### config.mk
export PLATFORM = sky130hd
export DESIGN_NAME = selective_repeat_sender_window
export DESIGN_NICKNAME = d
export VERILOG_FILES = /design/src/hw/rtl/srsw_pkg.sv /design/src/hw/rtl/srsw_alu.sv /design/src/hw/rtl/srsw_core.sv /design/src/hw/rtl/selective_repeat_sender_window.sv
export SDC_FILE = /design/constraint.sdc
export NUM_CORES = 1
export LEC_CHECK = 0
export BUFFER_PORTS_ARGS = -buffer_cell sky130_fd_sc_hd__buf_4
export CORE_ASPECT_RATIO = 1.1
export CORE_MARGIN = 4
export CORE_UTILIZATION = 45
export DETAILED_ROUTE_END_ITERATION = 8
export HOLD_SLACK_MARGIN = 0.1
export PLACE_DENSITY = 0.6
export SYNTH_ARGS = -nofsm -noshare
export SYNTH_HDL_FRONTEND = slang
export SYNTH_SLANG_ARGS = --single-unit
### constraint.sdc
create_clock -name clk -period 11.4 [get_ports clk]
set_input_delay 0 -clock clk [delete_from_list [all_inputs] [get_ports clk]]
set_output_delay 0 -clock clk [all_outputs]
set_load 0.01 [all_outputs]
### src/hw/rtl/srsw_pkg.sv
// Shared types and constants for the selective-repeat sender window.
package srsw_pkg;

	localparam int IDX_W       = 20;
	localparam int CFG_DATA_W  = 32;
	localparam int CFG_ADDR_W  = 2;
	localparam int ACK_W       = 32;
	localparam int IN_TDATA_W  = 40;
	localparam int OUT_TDATA_W = 24;
	localparam int OUT_TUSER_W = 2;

	localparam logic [IDX_W-1:0] IDX_MAX = '1;

	localparam logic KIND_TICK = 1'b0;
	localparam logic KIND_ACK  = 1'b1;

	typedef enum logic [CFG_ADDR_W-1:0] {
		REG_WINDOW_SLOTS  = 2'd0,
		REG_FIRST_SEQ     = 2'd1,
		REG_PACKET_TOTAL  = 2'd2,
		REG_TIMEOUT_TICKS = 2'd3
	} reg_idx_t;

	typedef enum logic [2:0] {
		ST_IDLE,
		ST_EVAL,
		ST_SLIDE,
		ST_RESEND,
		ST_FILL,
		ST_FINISH
	} st_t;

	typedef struct packed {
		logic [5:0]       window_slots;
		logic [31:0]      first_seq;
		logic [IDX_W-1:0] packet_total;
		logic [IDX_W-1:0] timeout_ticks;
	} cfg_t;

	typedef struct packed {
		logic             send_valid;
		logic [IDX_W-1:0] send_index;
		logic             is_resend;
		logic             last;
		logic             done_res;
	} res_t;

endpackage

### src/hw/rtl/srsw_alu.sv
// Shared subtract and compare unit.
module srsw_alu #(
	parameter int W = 32
) (
	input  logic [W-1:0] a,
	input  logic [W-1:0] b,
	output logic [W-1:0] diff,
	output logic         lt
);

	logic [W:0] full;

	assign full = {1'b0, a} - {1'b0, b};
	assign diff = full[W-1:0];
	assign lt   = full[W];

endmodule

### src/hw/rtl/srsw_core.sv
// Window state and event sequencer around the shared subtract unit.
module srsw_core #(
	parameter int MAX_WINDOW = 32,
	parameter int SEQ_BITS   = 32
) (
	input  logic                      clk,
	input  logic                      arst_n,
	input  srsw_pkg::cfg_t            cfg,
	input  logic                      restart,
	input  logic [srsw_pkg::CFG_DATA_W-1:0] restart_seq,
	input  logic                      in_fire,
	input  logic                      in_kind,
	input  logic [srsw_pkg::ACK_W-1:0] in_ack,
	input  logic                      in_good,
	input  logic                      out_free,
	output logic                      in_ready,
	output logic                      push,
	output srsw_pkg::res_t            res
);

	import srsw_pkg::*;

	localparam int CNT_W = $clog2(MAX_WINDOW + 1);
	localparam int MAP_W = (MAX_WINDOW > 1) ? $clog2(MAX_WINDOW) : 1;
	localparam int ALU_W = (SEQ_BITS > IDX_W) ? SEQ_BITS : IDX_W;

	st_t                  state_q, state_d;
	logic [SEQ_BITS-1:0]  base_q;
	logic [CNT_W-1:0]     infl_q;
	logic [MAX_WINDOW-1:0] acked_q;
	logic                 timer_on_q;
	logic [IDX_W-1:0]     tcnt_q;
	logic [IDX_W-1:0]     sent_q;
	logic [CNT_W-1:0]     off_q;
	logic                 kind_q;
	logic [SEQ_BITS-1:0]  ack_q;
	logic                 good_q;
	logic                 rs_q;
	logic                 pend_v_q;
	logic [IDX_W-1:0]     pend_idx_q;

	logic [ALU_W-1:0]     alu_a, alu_b, alu_diff;
	logic                 alu_lt;
	logic [CNT_W-1:0]     win_eff;
	logic [IDX_W-1:0]     cnt_new, tmo;
	logic                 off_ok, scan_act, unacked, can_fill, gen_ok, gen, adv;
	logic [IDX_W-1:0]     gen_idx;

	srsw_alu #(.W(ALU_W)) u_alu (
		.a    (alu_a),
		.b    (alu_b),
		.diff (alu_diff),
		.lt   (alu_lt)
	);

	always_comb begin
		if (cfg.window_slots == 6'd0) begin
			win_eff = CNT_W'(1);
		end else if (7'(cfg.window_slots) > 7'(MAX_WINDOW)) begin
			win_eff = CNT_W'(MAX_WINDOW);
		end else begin
			win_eff = CNT_W'(cfg.window_slots);
		end
	end

	assign cnt_new  = (tcnt_q == IDX_MAX) ? tcnt_q : tcnt_q + IDX_W'(1);
	assign tmo      = (cfg.timeout_ticks == '0) ? IDX_W'(1) : cfg.timeout_ticks;
	assign off_ok   = alu_diff[SEQ_BITS-1:0] < SEQ_BITS'(infl_q);
	assign scan_act = off_q < infl_q;
	assign unacked  = !acked_q[off_q[MAP_W-1:0]];
	assign can_fill = alu_lt && (infl_q < win_eff);
	assign gen_ok   = !pend_v_q || out_free;
	assign in_ready = (state_q == ST_IDLE);

	always_comb begin
		state_d = state_q;
		unique case (state_q)
			ST_IDLE: begin
				if (in_fire) state_d = ST_EVAL;
			end
			ST_EVAL: begin
				if (kind_q == KIND_TICK) begin
					state_d = (timer_on_q && !alu_lt) ? ST_RESEND : ST_FILL;
				end else begin
					state_d = (good_q && off_ok) ? ST_SLIDE : ST_FILL;
				end
			end
			ST_SLIDE: begin
				if (!(infl_q != '0 && acked_q[0])) state_d = ST_FILL;
			end
			ST_RESEND: begin
				if (!scan_act) state_d = ST_FILL;
			end
			ST_FILL: begin
				if (!can_fill) state_d = ST_FINISH;
			end
			ST_FINISH: begin
				if (out_free) state_d = ST_IDLE;
			end
			default: state_d = ST_IDLE;
		endcase
	end

	always_comb begin
		alu_a   = '0;
		alu_b   = '0;
		gen     = 1'b0;
		adv     = 1'b0;
		gen_idx = '0;
		push    = 1'b0;
		res     = '0;
		unique case (state_q)
			ST_EVAL: begin
				if (kind_q == KIND_TICK) begin
					alu_a = ALU_W'(cnt_new);
					alu_b = ALU_W'(tmo);
				end else begin
					alu_a = ALU_W'(ack_q);
					alu_b = ALU_W'(base_q);
				end
			end
			ST_RESEND: begin
				alu_a   = ALU_W'(sent_q);
				alu_b   = ALU_W'(infl_q - off_q);
				gen_idx = alu_diff[IDX_W-1:0];
				gen     = scan_act && unacked && gen_ok;
				adv     = scan_act && (!unacked || gen_ok);
			end
			ST_FILL: begin
				alu_a   = ALU_W'(sent_q);
				alu_b   = ALU_W'(cfg.packet_total);
				gen_idx = sent_q;
				gen     = can_fill && gen_ok;
			end
			ST_FINISH: begin
				alu_a = ALU_W'(sent_q);
				alu_b = ALU_W'(cfg.packet_total);
			end
			ST_IDLE, ST_SLIDE: begin
			end
			default: begin
			end
		endcase

		if (gen && pend_v_q) begin
			push           = 1'b1;
			res.send_valid = 1'b1;
			res.send_index = pend_idx_q;
			res.is_resend  = rs_q;
		end else if (state_q == ST_FINISH && out_free) begin
			push     = 1'b1;
			res.last = 1'b1;
			if (pend_v_q) begin
				res.send_valid = 1'b1;
				res.send_index = pend_idx_q;
				res.is_resend  = rs_q;
			end else begin
				res.done_res = !alu_lt && (infl_q == '0);
			end
		end
	end

	always_ff @(posedge clk or negedge arst_n) begin
		if (!arst_n) begin
			state_q <= ST_IDLE;
		end else begin
			state_q <= state_d;
		end
	end

	always_ff @(posedge clk or negedge arst_n) begin
		if (!arst_n) begin
			base_q     <= '0;
			infl_q     <= '0;
			acked_q    <= '0;
			timer_on_q <= 1'b0;
			tcnt_q     <= '0;
			sent_q     <= '0;
			off_q      <= '0;
			rs_q       <= 1'b0;
			pend_v_q   <= 1'b0;
		end else if (restart) begin
			base_q     <= restart_seq[SEQ_BITS-1:0];
			infl_q     <= '0;
			acked_q    <= '0;
			timer_on_q <= 1'b0;
			tcnt_q     <= '0;
			sent_q     <= '0;
		end else begin
			case (state_q)
				ST_IDLE: begin
					if (in_fire) begin
						rs_q  <= 1'b0;
						off_q <= '0;
					end
				end
				ST_EVAL: begin
					if (kind_q == KIND_TICK) begin
						if (timer_on_q) begin
							tcnt_q <= alu_lt ? cnt_new : '0;
							if (!alu_lt) rs_q <= 1'b1;
						end
					end else if (good_q && off_ok) begin
						acked_q[alu_diff[MAP_W-1:0]] <= 1'b1;
						tcnt_q                       <= '0;
					end
				end
				ST_SLIDE: begin
					if (infl_q != '0 && acked_q[0]) begin
						acked_q <= acked_q >> 1;
						base_q  <= base_q + SEQ_BITS'(1);
						infl_q  <= infl_q - CNT_W'(1);
					end else begin
						timer_on_q <= (infl_q != '0);
					end
				end
				ST_RESEND: begin
					if (adv) off_q <= off_q + CNT_W'(1);
				end
				ST_FILL: begin
					if (gen) begin
						acked_q[infl_q[MAP_W-1:0]] <= 1'b0;
						if (infl_q == '0) begin
							timer_on_q <= 1'b1;
							tcnt_q     <= '0;
						end
						sent_q <= sent_q + IDX_W'(1);
						infl_q <= infl_q + CNT_W'(1);
					end
				end
				ST_FINISH: begin
					if (out_free) pend_v_q <= 1'b0;
				end
				default: begin
				end
			endcase
			if (gen) pend_v_q <= 1'b1;
		end
	end

	always_ff @(posedge clk) begin
		if (in_fire && state_q == ST_IDLE) begin
			kind_q <= in_kind;
			ack_q  <= in_ack[SEQ_BITS-1:0];
			good_q <= in_good;
		end
		if (gen) pend_idx_q <= gen_idx;
	end

endmodule

### src/hw/rtl/selective_repeat_sender_window.sv
// Selective-repeat sender window: top level with registers and output stage.
// Steps: a tick is evaluated, then fills; a good in-window ack is evaluated, slides the window
// and fills; a timeout is evaluated, scans for resends and fills; every item then finishes.
// Flow: one item at a time, the next taken in the cycle after the last result; results leave
// at most one per cycle when output is free, from the scan and fill steps via a hold register.
// Reset: asynchronous active-low; registers to defaults, window empty, timer stopped.
module selective_repeat_sender_window #(
	parameter int MAX_WINDOW = 32,
	parameter int SEQ_BITS   = 32
) (
	input  logic                                 clk,
	input  logic                                 arst_n,
	input  logic                                 s_tvalid,
	output logic                                 s_tready,
	input  logic [srsw_pkg::IN_TDATA_W-1:0]      s_tdata,  // ack_seq[31:0], ack_good, pad
	input  logic                                 s_tuser,  // kind
	output logic                                 m_tvalid,
	input  logic                                 m_tready,
	output logic [srsw_pkg::OUT_TDATA_W-1:0]     m_tdata,  // send_index[19:0], done_res, pad
	output logic [srsw_pkg::OUT_TUSER_W-1:0]     m_tuser,  // send_valid, is_resend
	output logic                                 m_tlast,
	input  logic                                 cfg_valid,
	output logic                                 cfg_ready,
	input  logic [srsw_pkg::CFG_ADDR_W-1:0]      cfg_addr,
	input  logic [srsw_pkg::CFG_DATA_W-1:0]      cfg_data
);

	import srsw_pkg::*;

	cfg_t cfg_q;
	res_t res, out_q;
	logic out_valid_q;
	logic cfg_fire, in_fire, out_free, push, in_ready;
	logic [CFG_DATA_W-1:0] restart_seq;

	assign cfg_ready   = 1'b1;
	assign cfg_fire    = cfg_valid && cfg_ready;
	assign s_tready    = in_ready;
	assign in_fire     = s_tvalid && s_tready;
	assign out_free    = !out_valid_q || m_tready;
	assign restart_seq = (cfg_addr == REG_FIRST_SEQ) ? cfg_data : cfg_q.first_seq;

	always_ff @(posedge clk or negedge arst_n) begin
		if (!arst_n) begin
			cfg_q.window_slots  <= 6'd32;
			cfg_q.first_seq     <= '0;
			cfg_q.packet_total  <= '0;
			cfg_q.timeout_ticks <= IDX_W'(100);
		end else if (cfg_fire) begin
			unique case (reg_idx_t'(cfg_addr))
				REG_WINDOW_SLOTS:  cfg_q.window_slots  <= cfg_data[5:0];
				REG_FIRST_SEQ:     cfg_q.first_seq     <= cfg_data;
				REG_PACKET_TOTAL:  cfg_q.packet_total  <= cfg_data[IDX_W-1:0];
				REG_TIMEOUT_TICKS: cfg_q.timeout_ticks <= cfg_data[IDX_W-1:0];
				default: begin
				end
			endcase
		end
	end

	srsw_core #(
		.MAX_WINDOW (MAX_WINDOW),
		.SEQ_BITS   (SEQ_BITS)
	) u_core (
		.clk         (clk),
		.arst_n      (arst_n),
		.cfg         (cfg_q),
		.restart     (cfg_fire),
		.restart_seq (restart_seq),
		.in_fire     (in_fire),
		.in_kind     (s_tuser),
		.in_ack      (s_tdata[ACK_W-1:0]),
		.in_good     (s_tdata[ACK_W]),
		.out_free    (out_free),
		.in_ready    (in_ready),
		.push        (push),
		.res         (res)
	);

	always_ff @(posedge clk or negedge arst_n) begin
		if (!arst_n) begin
			out_valid_q <= 1'b0;
		end else if (push) begin
			out_valid_q <= 1'b1;
		end else if (m_tready) begin
			out_valid_q <= 1'b0;
		end
	end

	always_ff @(posedge clk) begin
		if (push) out_q <= res;
	end

	assign m_tvalid = out_valid_q;
	assign m_tdata  = {3'b000, out_q.done_res, out_q.send_index};
	assign m_tuser  = {out_q.is_resend, out_q.send_valid};
	assign m_tlast  = out_q.last;

`ifndef NO_ASSERTIONS
	a_push_room: assert property (@(posedge clk) disable iff (!arst_n)
		push |-> out_free)
		else $error("result pushed into a full output register");

	a_busy_after_accept: assert property (@(posedge clk) disable iff (!arst_n)
		in_fire |=> !s_tready)
		else $error("input accepted again before the item finished");

	a_status_is_last: assert property (@(posedge clk) disable iff (!arst_n)
		(m_tvalid && !m_tuser[0]) |-> m_tlast)
		else $error("status result not marked last");

	a_done_without_send: assert property (@(posedge clk) disable iff (!arst_n)
		(m_tvalid && m_tdata[IDX_W]) |-> (!m_tuser[0] && !m_tuser[1]))
		else $error("done raised on a send result");
`endif

endmodule
==> results.rst <==
.. list-table::
   :header-rows: 1

   * - Metric
     - Value
   * - Result of the run
     - completed
   * - Final non-filler cell total
     - 2449
   * - Number of primary I/O pins
     - 110
   * - Initial antenna violation count
     - 0
   * - Post-CTS resize count
     - 0
   * - Antenna diodes
     - 0
   * - Leakage
     - 0.00802 uW
   * - Peak clock frequency supported by timing
     - 131 MHz
   * - Synthesis-to-finish area growth
     - 16.2%
   * - TritonCTS clock tree
     - yes
   * - Global-route usage over all layers
     - 0.232
   * - WL per Instance
     - 19.8 um
   * - Post-synthesis cell type with the largest combined area
     - sky130_fd_sc_hd__dfrtp_1
   * - Count of yosys warnings during synthesis
     - 0
   * - Number of global-route vias before repair
     - 13.9k
   * - Measured slew at the worst slew-check pin
     - 1.20 ns
   * - Net switching power of the design
     - 2140 uW
   * - Aggregate global routing overflow
     - 0
   * - Area of the mapped netlist
     - 17300 um2
   * - Maximum number of pins on one net before global-route repair
     - 99
   * - Final routed DRC violation total
     - 0
   * - Worst slew margin relative to its limit
     - 0.201
   * - Fraction of power consumed by sequential logic
     - 0.285
   * - Global-route wire length before repair
     - 77.8 mm
   * - PwrDens
     - 239 nW/um2
   * - Synth top area share
     - 0.284
   * - CORE AREA
     - 38100 um2
   * - Critical path type
     - reg -> reg
   * - Floorplan row count
     - 75
   * - Antenna-violating nets left
     - 0
   * - Number of flops mapped to enable cells by yosys
     - 78
   * - Post-synthesis area per instance
     - 9.60 um2
   * - Via count normalized by instance count
     - 5.81
   * - Post-Route Hold Slack
     - 0.104 ns
   * - Skew-Pair Late Insertion Delay
     - 0.55 ns
   * - CTS Hold Buffers Added
     - 75
   * - Final Skew
     - 0.0227 ns
   * - Final-layout setup total negative slack
     - 0 ns
   * - Cell variety after synth
     - 78
   * - RD Place Congestion
     - 0.906
   * - Flop and latch count out of synthesis
     - 279
   * - Most common library cells after synthesis
     - 233 x sky130_fd_sc_hd__nand2_1, 197 x sky130_fd_sc_hd__dfrtp_1, 136 x sky130_fd_sc_hd__nor2_1, 118 x sky130_fd_sc_hd__o21ai_0, 92 x sky130_fd_sc_hd__a21oi_1
   * - MaxCap Viol Count
     - 0
   * - Predominant post-synthesis flop cell
     - sky130_fd_sc_hd__dfrtp_1
   * - Final setup fails
     - 0
   * - Pre-antenna DRT Iters
     - 5
   * - Final cell utilization of the core
     - 0.529
   * - Post-CTS Setup Bufs
     - 0
   * - Kind of start point of the critical path
     - flop
   * - Number of cells produced by synthesis
     - 1806
   * - Share of synthesized registers carrying an async set or reset
     - 0.720
   * - CTS root buf
     - sky130_fd_sc_hd__clkbuf_16
   * - Fraction of final layout cells with drive strength greater than 1
     - 0.178
   * - Routed Wire Length
     - 48.5 mm
   * - Final layout net count
     - 2063
   * - Largest voltage drop on the vdd net
     - 148 uV
   * - Via total after detailed routing
     - 14.2k
   * - Sort of element at the end of the critical path
     - flop
   * - CP arrival
     - 8.03 ns
   * - Combinational share of power
     - 0.498
   * - Final critical-path share of the clock period
     - 0.672
   * - Register area share after synthesis
     - 0.425
   * - Type of the worst min-delay path
     - in -> async
   * - Post-layout min period
     - 7.66 ns
   * - Cell count after placement
     - 2313
   * - Number of pins with negative max-slew slack in the final report
     - 0
   * - Overall die width
     - 195 um
   * - Worst EP required
     - 11.77 ns
   * - Unrepaired setup endpoints after global routing
     - false
   * - Number of port buffers
     - 98
   * - Most frequent cell after synthesis
     - sky130_fd_sc_hd__nand2_1
   * - 1st-iter DRT viols
     - 1049
   * - Internal Power
     - 2680 uW
   * - Effective utilization at floorplan
     - 0.455
   * - Max clock buf depth
     - 3
   * - Die height
     - 214 um
   * - Final HPWL DP
     - 33.6 mm
   * - Cell types occupying the most area after synthesis
     - sky130_fd_sc_hd__dfrtp_1 28%, sky130_fd_sc_hd__edfxtp_1 14%, sky130_fd_sc_hd__mux2_2 5.5%
   * - Switching Fraction
     - 0.443
   * - Area of the die
     - 41700 um2
   * - Clock input transition at the sequential cells of the worst setup and hold paths
     - 0.06 ns
   * - CTS Sinks
     - 279
   * - Worst-path maximum fanout
     - 31
   * - Cts bufs inserted
     - 34
   * - Portion of total power attributed to the clock network
     - 0.216
   * - Maximum level of the CTS H-tree
     - 2
   * - Final-report hold violation count
     - 0
## power groups by stage
stage	Clock [uW]	Combinational [uW]	Sequential [uW]
after floorplan	0	1690	1360
after global placement	0	2340	1380
after detailed placement	0	2350	1390
after CTS	1070	2380	1370
after global routing	1110	2650	1400
final	1040	2400	1380
## sequential cells by signal, summed over array words and instances (netlist names), 2 cells and up
name and cells:
cfg_q 78, m_tdata 21, m_tuser 2, u_core.ack_q 32
u_core.acked_q 32, u_core.base_q 32, u_core.infl_q 6, u_core.off_q 6
u_core.pend_idx_q 20, u_core.sent_q 20, u_core.state_q 3, u_core.tcnt_q 20
## layout make-up
class,instances,area (um2)
clock buffers,50,982
inverters,49,184
repair buffers,187,1600
multi-input cells,1373,9300
clock inverters,11,83.8
well taps,500,626
fillers,3510,17900
flip-flops and latches,279,7380
## per-stage QoR
step	setup WS (ns)	total power, uW	instance area, um2
after floorplan	5.56	3040	17300
after global placement	3.86	3730	18300
after detailed placement	3.79	3740	18300
after CTS	3.73	4830	20200
after global routing	3.11	5150	20200
final	3.74	4820	20200
## cells in the final DEF (no fill, tap or decap), drive strengths merged, types with 8 or more instances in the layout
cell type and n:
a211oi 38, a21o 9, a21oi 124, a221oi 17
a22o 23, a31oi 28, a32oi 32, and2 30
and3 25, buf 111, clkbuf 51, clkinv 8
dfrtp 197, dlygate4sd3 75, edfxtp 78, ha 56
inv 51, mux2 91, mux4 10, nand2 233
nand2b 20, nand3 58, nand4 23, nor2 136
nor2b 23, nor3 25, nor4 12, o21a 27
o21ai 126, o31ai 15, or3 18, xnor2 58
xor2 32
## metal layers
layer	vias to the layer above	track usage	part of all wire
met1	6941	0.340	0.47
met4	0	0.0848	0.034
met5	-	0	0
met3	77	0.0379	0.053
li1	6840	-	-
met2	380	0.349	0.44
## cells by family (layout without fill, tap and decap cells)
logic type	count (synthesis)	after routing	synth area share
XOR/XNOR	90	90	0.0455
AND/OR/NAND/NOR	625	625	0.170
adder cells (fa/ha/maj)	59	59	0.0439
multiplexers	107	107	0.0769
flip-flops	279	279	0.425
other	2	4	0.000433
buffers and inverters	156	297	0.0393
AO/OA/AOI/OAI	488	488	0.199
## path summary, 6_finish.rpt
path,startpoint,end,slack (ns),cells past startpoint
max,u_core.tcnt_q[3]$_DFFE_PN0P_,u_core.acked_q[0]$_DFFE_PN0P_,3.74,24
min,arst_n,u_core.acked_q[20]$_DFFE_PN0P_,0.10,2
max reg2reg,u_core.tcnt_q[3]$_DFFE_PN0P_,u_core.acked_q[0]$_DFFE_PN0P_,3.74,24
min reg2reg,cfg_q[55]$_DFFE_PN0P_,cfg_q[55]$_DFFE_PN0P_,0.48,1
max in group asynchronous,arst_n,cfg_q[60]$_DFFE_PN0P_,9.26,4
min in group clk,s_tdata[9],u_core.ack_q[9]$_DFFE_PP_,0.16,2
## worst max-delay path: stages, from the launching register on
cell                        delay, ns
sky130_fd_sc_hd__dfrtp_1         0.46
sky130_fd_sc_hd__nand3_1         0.18
sky130_fd_sc_hd__nor2_1          0.26
sky130_fd_sc_hd__nand3_1         0.18
sky130_fd_sc_hd__nor2_1          0.21
sky130_fd_sc_hd__nand2_1         0.12
sky130_fd_sc_hd__nor3_1          0.53
sky130_fd_sc_hd__a21boi_0        0.24
sky130_fd_sc_hd__o21ai_0         0.33
sky130_fd_sc_hd__a22o_1          0.23
sky130_fd_sc_hd__inv_1           0.07
sky130_fd_sc_hd__fa_1            0.45
sky130_fd_sc_hd__xor2_1          0.65
sky130_fd_sc_hd__inv_1           0.29
sky130_fd_sc_hd__ha_1            0.35
sky130_fd_sc_hd__o2111ai_1       0.16
sky130_fd_sc_hd__o21ai_0         0.28
sky130_fd_sc_hd__a311oi_1        0.32
sky130_fd_sc_hd__o2111ai_1       0.16
sky130_fd_sc_hd__nor4_1          0.38
sky130_fd_sc_hd__nand4_1         0.21
sky130_fd_sc_hd__nor4_4          0.45
sky130_fd_sc_hd__mux2_4          0.63
sky130_fd_sc_hd__mux2i_1         0.26
sky130_fd_sc_hd__a21oi_1         0.08
Note: power is estimated with default switching activity, not from simulation.
